===== src/fsmp_pkg.sv =====
// Shared types and constants for the framed status message parser.
// No dependencies; imported by every module of the block but the checker.
`default_nettype none

package fsmp_pkg;

  // Longest payload a frame may carry before it counts as an overflow.
  localparam int MAX_PAYLOAD   = 16;
  localparam int KEPT_BYTES    = 5;
  localparam int CHAIRS        = 4;
  localparam int COUNT_W       = 5;
  localparam int KEPT_IDX_W    = $clog2(KEPT_BYTES);
  localparam int LEVEL_W       = 10;
  localparam int TEMP_MIN_LEN  = 2;
  localparam int SWEEP_MIN_LEN = CHAIRS + 1;
  localparam int QUEUE_DEPTH   = 2;
  localparam int QPTR_W        = $clog2(QUEUE_DEPTH);
  localparam int QCNT_W        = $clog2(QUEUE_DEPTH + 1);

  localparam logic [LEVEL_W-1:0] LEVEL_RESET = LEVEL_W'(4);

  // Input kind carried on tuser.
  localparam logic REQ_GAP = 1'b1;

  typedef enum logic [1:0] {
    ST_TEMP  = 2'd0,
    ST_SWEEP = 2'd1,
    ST_ERROR = 2'd2
  } status_t;

  typedef enum logic [1:0] {
    CFG_START     = 2'd0,
    CFG_END       = 2'd1,
    CFG_TEMP_TAG  = 2'd2,
    CFG_SWEEP_TAG = 2'd3
  } cfg_idx_t;

  typedef struct packed {
    logic [7:0] start_marker;
    logic [7:0] end_marker;
    logic [7:0] temperature_tag;
    logic [7:0] sweep_tag;
  } cfg_t;

  // One decoded frame: outcome and payload bytes 1..4.
  typedef struct packed {
    status_t                status;
    logic [CHAIRS-1:0][7:0] data;
  } cmd_t;

endpackage

`default_nettype wire


===== src/fsmp_front.sv =====
// Front end: frame hunting, payload capture and frame classification.
// Depends on fsmp_pkg; pushes one command per finished or failed frame.
`default_nettype none

module fsmp_front (
  input  wire logic          clk,
  input  wire logic          rst,
  input  wire fsmp_pkg::cfg_t cfg,
  input  wire logic          accept,
  input  wire logic          req_type,
  input  wire logic [7:0]    rx_byte,
  output logic               push,
  output fsmp_pkg::cmd_t     push_cmd
);
  import fsmp_pkg::*;

  logic                     in_frame;
  logic [COUNT_W-1:0]       payload_count;
  logic [KEPT_BYTES-1:0][7:0] captured_bytes;

  logic    is_gap;
  logic    is_end;
  logic    is_full;
  status_t decoded;

  assign is_gap  = (req_type == REQ_GAP);
  assign is_end  = (rx_byte == cfg.end_marker);
  assign is_full = (payload_count >= COUNT_W'(MAX_PAYLOAD));

  always_comb begin
    priority if (payload_count == '0) begin
      decoded = ST_ERROR;
    end else if (captured_bytes[0] == cfg.temperature_tag) begin
      decoded = (payload_count >= COUNT_W'(TEMP_MIN_LEN)) ? ST_TEMP : ST_ERROR;
    end else if (captured_bytes[0] == cfg.sweep_tag) begin
      decoded = (payload_count >= COUNT_W'(SWEEP_MIN_LEN)) ? ST_SWEEP : ST_ERROR;
    end else begin
      decoded = ST_ERROR;
    end
  end

  assign push = accept && in_frame && (is_gap || is_end || is_full);

  always_comb begin
    push_cmd.status = (is_gap || !is_end) ? ST_ERROR : decoded;
    for (int i = 0; i < CHAIRS; i++) begin
      push_cmd.data[i] = captured_bytes[i + 1];
    end
  end

  always_ff @(posedge clk) begin
    if (rst) begin
      in_frame      <= 1'b0;
      payload_count <= '0;
    end else if (accept) begin
      if (!in_frame) begin
        if (!is_gap && rx_byte == cfg.start_marker) begin
          in_frame      <= 1'b1;
          payload_count <= '0;
        end
      end else if (is_gap || is_end || is_full) begin
        in_frame      <= 1'b0;
        payload_count <= '0;
      end else begin
        payload_count <= payload_count + COUNT_W'(1);
      end
    end
  end

  // Payload store: only the first few bytes are kept.
  always_ff @(posedge clk) begin
    if (accept && in_frame && !is_gap && !is_end && !is_full) begin
      for (int i = 0; i < KEPT_BYTES; i++) begin
        if (payload_count == COUNT_W'(i)) begin
          captured_bytes[i] <= rx_byte;
        end
      end
    end
  end

endmodule

`default_nettype wire


===== src/fsmp_queue.sv =====
// Short command queue between the front end and the back end.
// Depends on fsmp_pkg for the command type and depth.
`default_nettype none

module fsmp_queue (
  input  wire logic           clk,
  input  wire logic           rst,
  input  wire logic           push,
  input  wire fsmp_pkg::cmd_t push_cmd,
  output logic                full,
  input  wire logic           pop,
  output logic                empty,
  output fsmp_pkg::cmd_t      head
);
  import fsmp_pkg::*;

  cmd_t              entries [QUEUE_DEPTH];
  logic [QPTR_W-1:0] wr_ptr;
  logic [QPTR_W-1:0] rd_ptr;
  logic [QCNT_W-1:0] count;

  assign full  = (count == QCNT_W'(QUEUE_DEPTH));
  assign empty = (count == '0);
  assign head  = entries[rd_ptr];

  always_ff @(posedge clk) begin
    if (rst) begin
      wr_ptr <= '0;
      rd_ptr <= '0;
      count  <= '0;
    end else begin
      if (push) begin
        wr_ptr <= (wr_ptr == QPTR_W'(QUEUE_DEPTH - 1)) ? '0 : wr_ptr + QPTR_W'(1);
      end
      if (pop) begin
        rd_ptr <= (rd_ptr == QPTR_W'(QUEUE_DEPTH - 1)) ? '0 : rd_ptr + QPTR_W'(1);
      end
      if (push && !pop) begin
        count <= count + QCNT_W'(1);
      end else if (pop && !push) begin
        count <= count - QCNT_W'(1);
      end
    end
  end

  always_ff @(posedge clk) begin
    if (push) begin
      entries[wr_ptr] <= push_cmd;
    end
  end

endmodule

`default_nettype wire


===== src/fsmp_back.sv =====
// Back end: applies decoded frames to the stored values and drives results.
// Depends on fsmp_pkg; the stored values are the result payload.
`default_nettype none

module fsmp_back (
  input  wire logic           clk,
  input  wire logic           rst,
  input  wire logic           empty,
  input  wire fsmp_pkg::cmd_t head,
  output logic                pop,
  output logic                out_valid,
  input  wire logic           out_ready,
  output fsmp_pkg::status_t   out_status,
  output logic [7:0]          temperature,
  output logic [7:0]          previous_temperature,
  output logic [fsmp_pkg::CHAIRS-1:0][fsmp_pkg::LEVEL_W-1:0] chair_levels
);
  import fsmp_pkg::*;

  // Stored values only change on a pop, so a held result stays stable.
  assign pop = !empty && (!out_valid || out_ready);

  always_ff @(posedge clk) begin
    if (rst) begin
      out_valid            <= 1'b0;
      out_status           <= ST_ERROR;
      temperature          <= '0;
      previous_temperature <= '0;
      for (int i = 0; i < CHAIRS; i++) begin
        chair_levels[i] <= LEVEL_RESET;
      end
    end else begin
      if (pop) begin
        out_valid  <= 1'b1;
        out_status <= head.status;
        unique case (head.status)
          ST_TEMP: begin
            previous_temperature <= temperature;
            temperature          <= head.data[0];
          end
          ST_SWEEP: begin
            for (int i = 0; i < CHAIRS; i++) begin
              chair_levels[i] <= LEVEL_W'({head.data[i], 2'b00});
            end
          end
          default: begin
          end
        endcase
      end else if (out_ready) begin
        out_valid <= 1'b0;
      end
    end
  end

endmodule

`default_nettype wire


===== src/framed_status_message_parser.sv =====
// Top level of the framed status message parser: config registers and wiring.
// Depends on fsmp_pkg, fsmp_front, fsmp_queue and fsmp_back.
//
//  channel | dir | handshake             | payload
//  --------+-----+-----------------------+-------------------------------------
//  s_      | in  | s_tvalid / s_tready   | tdata: rx_byte; tuser: req_type
//  m_      | out | m_tvalid / m_tready   | tdata: temperature .. chair_level_3;
//          |     |                       | tuser: status
//  cfg_    | in  | cfg_we (no wait)      | cfg_index, cfg_data
//
// One input beat per cycle is taken whenever the command queue has room.
// The beat that closes or breaks a frame pushes a command into the queue as
// it is taken; the back end then registers the result. Throughput is one
// result per cycle while m_tready is high, set by the single output register.
// The queue (two entries) absorbs output stalls; s_tready drops only when it
// is full. Reset is synchronous: hunting, temperatures 0, chair levels 4.
`default_nettype none

module framed_status_message_parser (
  input  wire logic        clk,
  input  wire logic        rst,
  input  wire logic        s_tvalid,
  output logic             s_tready,
  input  wire logic [7:0]  s_tdata,   // [7:0] rx_byte
  input  wire logic        s_tuser,   // [0] req_type (1 = gap)
  output logic             m_tvalid,
  input  wire logic        m_tready,
  output logic [55:0]      m_tdata,   // [7:0] temperature, [15:8] previous_temperature,
                                      // [25:16] chair_level_0, [35:26] chair_level_1,
                                      // [45:36] chair_level_2, [55:46] chair_level_3
  output logic [1:0]       m_tuser,   // [1:0] status
  input  wire logic        cfg_we,
  input  wire logic [1:0]  cfg_index,
  input  wire logic [7:0]  cfg_data
);
  import fsmp_pkg::*;

  cfg_t    cfg;
  logic    accept;
  logic    push;
  cmd_t    push_cmd;
  logic    q_full;
  logic    q_empty;
  cmd_t    q_head;
  logic    pop;
  status_t out_status;
  logic [7:0] temperature;
  logic [7:0] previous_temperature;
  logic [CHAIRS-1:0][LEVEL_W-1:0] chair_levels;

  // Configuration registers; the user must write them only while the block is idle; the block does not enforce this.
  always_ff @(posedge clk) begin
    if (rst) begin
      cfg.start_marker    <= 8'd2;
      cfg.end_marker      <= 8'd3;
      cfg.temperature_tag <= 8'd84;
      cfg.sweep_tag       <= 8'd83;
    end else if (cfg_we) begin
      unique case (cfg_idx_t'(cfg_index))
        CFG_START:     cfg.start_marker    <= cfg_data;
        CFG_END:       cfg.end_marker      <= cfg_data;
        CFG_TEMP_TAG:  cfg.temperature_tag <= cfg_data;
        CFG_SWEEP_TAG: cfg.sweep_tag       <= cfg_data;
        default: begin
        end
      endcase
    end
  end

  // Accept a beat whenever the queue can take a command it might cause.
  assign s_tready = !q_full;
  assign accept   = s_tvalid && s_tready;

  fsmp_front u_front (
    .clk      (clk),
    .rst      (rst),
    .cfg      (cfg),
    .accept   (accept),
    .req_type (s_tuser),
    .rx_byte  (s_tdata),
    .push     (push),
    .push_cmd (push_cmd)
  );

  fsmp_queue u_queue (
    .clk      (clk),
    .rst      (rst),
    .push     (push),
    .push_cmd (push_cmd),
    .full     (q_full),
    .pop      (pop),
    .empty    (q_empty),
    .head     (q_head)
  );

  fsmp_back u_back (
    .clk                  (clk),
    .rst                  (rst),
    .empty                (q_empty),
    .head                 (q_head),
    .pop                  (pop),
    .out_valid            (m_tvalid),
    .out_ready            (m_tready),
    .out_status           (out_status),
    .temperature          (temperature),
    .previous_temperature (previous_temperature),
    .chair_levels         (chair_levels)
  );

  // Pack the result beat, first field in the low bits.
  assign m_tuser = out_status;
  assign m_tdata = {chair_levels[3], chair_levels[2], chair_levels[1], chair_levels[0],
                    previous_temperature, temperature};

endmodule

`default_nettype wire


===== config.mk =====
export PLATFORM = sky130hd
export DESIGN_NAME = framed_status_message_parser
export DESIGN_NICKNAME = d
export VERILOG_FILES = /design/src/fsmp_pkg.sv /design/src/fsmp_front.sv /design/src/fsmp_queue.sv /design/src/fsmp_back.sv /design/src/framed_status_message_parser.sv
export SDC_FILE = /design/constraint.sdc
export NUM_CORES = 1
export LEC_CHECK = 0
export ABC_AREA = 1
export ABC_CLOCK_PERIOD_IN_PS = 3800
export BUFFER_PORTS_ARGS = -buffer_cell sky130_fd_sc_hd__buf_4
export CAP_MARGIN = 20
export CORE_MARGIN = 3
export CORE_UTILIZATION = 59
export CTS_CLUSTER_SIZE = 12
export DETAILED_ROUTE_END_ITERATION = 8
export PLACE_DENSITY = 0.79
export SLEW_MARGIN = 20
export SYNTH_ARGS = -nofsm -noshare
export SYNTH_HDL_FRONTEND = slang
export SYNTH_HIERARCHICAL = 1
export SYNTH_SLANG_ARGS = --single-unit

===== constraint.sdc =====
create_clock -name clk -period 3.8 [get_ports clk]
set_input_delay 0.19 -clock clk [delete_from_list [all_inputs] [get_ports clk]]
set_output_delay 0.19 -clock clk [all_outputs]
set_load 0.1 [all_outputs]

==> flow_summary.yaml <==
detailed_routing:
  drc: 0
  drtPass1Iterations: 5
  wl_met3_um: 1026
  wirelength_um: 17220
  maxUsedRoutingLayer: "met4"
  wire_per_inst_um: 14.61
  via_count: 5971
  drt_iter0_markers: 422
  routed_via_density: 5.064
  ant_nets: 0
  route.met2.wl_um: 8379
  met1_length_um: 7328
layout:
  final-instance-count-excl-fill: 1179
  syn_to_final_growth_pct: 13.17
  layout-drive-gt1-share_pct: 18.89
  diodes: 0
  nets: 1008
  fillers: 1098
synthesis:
  ys_seq_area_share_pct: 57.39
  synthCells: 927
  syn_area_um2: 8930
  yosys_warnings: 6
  synth_area_leader_cell: "edfxtp_1"
  yosys.cell_types.count: 38
  yosys-top-cells-area: "edfxtp_1 (36%), dfxtp_1 (21%), nand2_1 (7.9%)"
  synth_ff_type: "edfxtp_1"
  syn_area_per_cell_um2: 9.633
  ys_async_sr_fraction_pct: 0
  synth_edf_count: 108
  synth-seq-cells: 202
  yosys.area.top_type_share_pct: 36.32
clocking:
  cts_tree: "built"
  post_cts_buffers: 0
  cts.sink_count: 202
  cts_buffers: 22
  clk_pin_slew_worst_paths_ns: 0.06
  cts_root_buffer: "clkbuf_16"
  cts_buffer_depth: 3
  insertion_delay_ns: 0.49
  htreeDepth: 1
status:
  status: "complete, no violations"
critical_path:
  ff2ff_setup_slack_ns: 1.38
  path_class: "input pin to flop"
  crit_arrival_ns: 2.76
  rr_startpoint: "cfg[16]$_SDFFE_PP1P_"
  endpoint_kind: "flop"
  critPathRequiredTime_ns: 4.00
  cp_max_fo: 19
  worstReg2RegEnd: "u_queue/entries[1][5]$_DFFE_PP_"
  startpoint_type: "input pin"
  reg2regPathDepth: 12
global_routing:
  grt_pass1_vias: 5786
  grt_pass1_wl_um: 28150
  antenna_found_initial: 0
  grt_remaining_overflow: 0
  grt_max_degree: 51
  track_usage_pct: 21.11
placed_design:
  port_buffers: 75
  dp_slack_ns: 1.493
  dp_cells: 1124
  gp_congestion: 0.8753
  dp_hpwl_um: 11450
timing:
  worst_slew_pin_slew_ns: 0.9957
  fin_setup_tns_ns: 0
  timing.fmax_ghz: 0.3892
  fin_skew_ns: 0.008002
  rsz0062_at_grt: "no"
  slew_viol_final: 0
  fin_crit_sh_pct: 67.61
  finalHoldViolCount: 0
  finalCriticalPeriod_ns: 2.569
  setup_ws_ns: 1.231
  timing.hold.ws_ns: 0.01822
  relSlewSlack_pct: 33.07
  setup_viol: 0
power_and_ir_drop:
  pwr_density_cell_nw_per_um2: 764.5
  peakVddDrop_mv: 0.4730
  leakage_nw: 4.537
flow_run:
  cap_viol_max_count: 0
min_path:
  hold_class: "input pin to flop"
  min-delay-start: "rst"
  whs_path_depth: 2
floorplan:
  ios: 84
  coreArea_um2: 14640
  chipWidth_um: 129.0
  row_count: 44
  die_h_um: 129.0
  initial_core_util_pct: 60.98
  die_area_um2: 16650
-- layout by cell type (no fill, tap or decap), types with 8 or more instances in the layout --
master         Yosys  routed
mux2_4            30      30
xnor2_1           13      13
inv_1            114     114
dfxtp_1           94      93
nor2_1           153     152
nand2_1          187     187
clkbuf_16          0      23
clkbuf_1           7       8
a21oi_1           11      11
nand4_1           39      39
conb_1             1       8
nand3_1           34      33
edfxtp_1         108     108
nor2_2            19      20
dlygate4sd3_1      0      16
buf_4             43      79
-- metal layers --
| layer | vias to the layer above | track usage (%) |
|---|---|---|
| met5 | - | 0 |
| met4 | 0 | 7.906 |
| met3 | 29 | 3.875 |
| met2 | 226 | 36.25 |
| met1 | 2708 | 26.79 |
| li1 | 3008 | - |
-- worst max-delay path by stage --
stage / startpoint / to / slack [ns] / depth (start not counted)
after floorplan: cfg[22]$_SDFFE_PP0P_ / u_queue/entries[0][0]$_DFFE_PP_ / 0.90 / 9
after global placement: s_tdata[5] / u_queue/entries[1][24]$_DFFE_PP_ / 1.55 / 13
after detailed placement: s_tdata[4] / u_queue/entries[1][24]$_DFFE_PP_ / 1.49 / 13
after CTS: s_tdata[0] / u_queue/entries[1][5]$_DFFE_PP_ / 1.31 / 14
after global routing: s_tdata[0] / u_queue/entries[1][5]$_DFFE_PP_ / 1.02 / 14
final: s_tdata[0] / u_queue/entries[1][5]$_DFFE_PP_ / 1.23 / 14
-- report_power, final --
part	switching (W)	internal, W
Clock	0.000794	0.00118
Sequential	0.000150	0.00253
Combinational	0.00234	0.000726
Total	0.00329	0.00444
-- critical path, stage by stage --
cell           delay, ns
dlygate4sd3_1       0.54
buf_4               0.18
inv_1               0.11
nand2_1             0.10
nand2_1             0.08
nand2_1             0.06
nor2_1              0.21
nand2_2             0.14
nand2_1             0.08
nand3_1             0.08
inv_1               0.13
nand2_1             0.07
inv_1               0.52
buf_12              0.25
-- state kept, by name, summed over array words and instances (netlist names), named ones only --
name and cells:
u_queue/entries 68, cfg 32, u_back/chair_levels 32, u_front/push_cmd 32
u_back/previous_temperature 8, u_back/temperature 8, u_front/captured_bytes 8, u_front/payload_count 5
u_back/out_status 2, u_queue/count 2, u_back/out_valid 1, u_front/in_frame 1
u_queue/rd_ptr 1, u_queue/wr_ptr 1
-- kinds of logic (layout without fill, tap and decap cells) --
kind of cell               Yosys count  in the layout  synth area share, %
and+or+nand+nor                    451            451                22.25
adders and majority gates            4              4               0.5605
xor gates and xnor gates            18             18                1.765
DFF                                202            202                57.39
buffers and inverters              196            257                11.11
other                                1              8              0.04199
muxes                               34             34                5.548
AOI/OAI and AO/OA                   21             21                1.331
-- cell usage after synthesis, types with 2 or more instances --
cell      count
nand2_1     187
nor2_1      153
inv_1       114
edfxtp_1    108
dfxtp_1      94
buf_4        43
nand4_1      39
nand3_1      34
mux2_4       30
nor2_2       19
buf_2        16
xnor2_1      13
a21oi_1      11
clkbuf_1      7
inv_2         7
xor2_1        5
ha_1          4
mux2_2        4
nand2_2       4
nand3_2       4
nor3_1        4
buf_12        3
o21ai_1       3
a21oi_2       2
buf_1         2
buf_6         2
nor2_8        2
o21ai_0       2
or2_1         2
-- metrics by stage --
stage	power [W]	utilization [%]	area, um2
after global placement	0.005747	63.29	9269
after global routing	0.008071	69.01	10110
after CTS	0.007784	68.98	10100
final	0.007726	69.01	10110
after floorplan	0.005294	-	8956
after detailed placement	0.005784	63.29	9269
-- cell type report --
cell class	instances	area, um2	share of cell area (%)
repair buffers	96	773.2	7.651
inverters	122	457.9	4.531
multi-input cells	536	2846	28.17
clock inverters	7	61.31	0.6067
clock buffers	32	610.6	6.042
flip-flops and latches	202	5126	50.72
well taps	184	230.2	2.278
-- timing repair --
item                      CTS  global route
resized for setup           0             0
hold buffers               16             0
hold endpoints to repair   57             0
No activity file was read; power rests on OpenSTA's default activity.
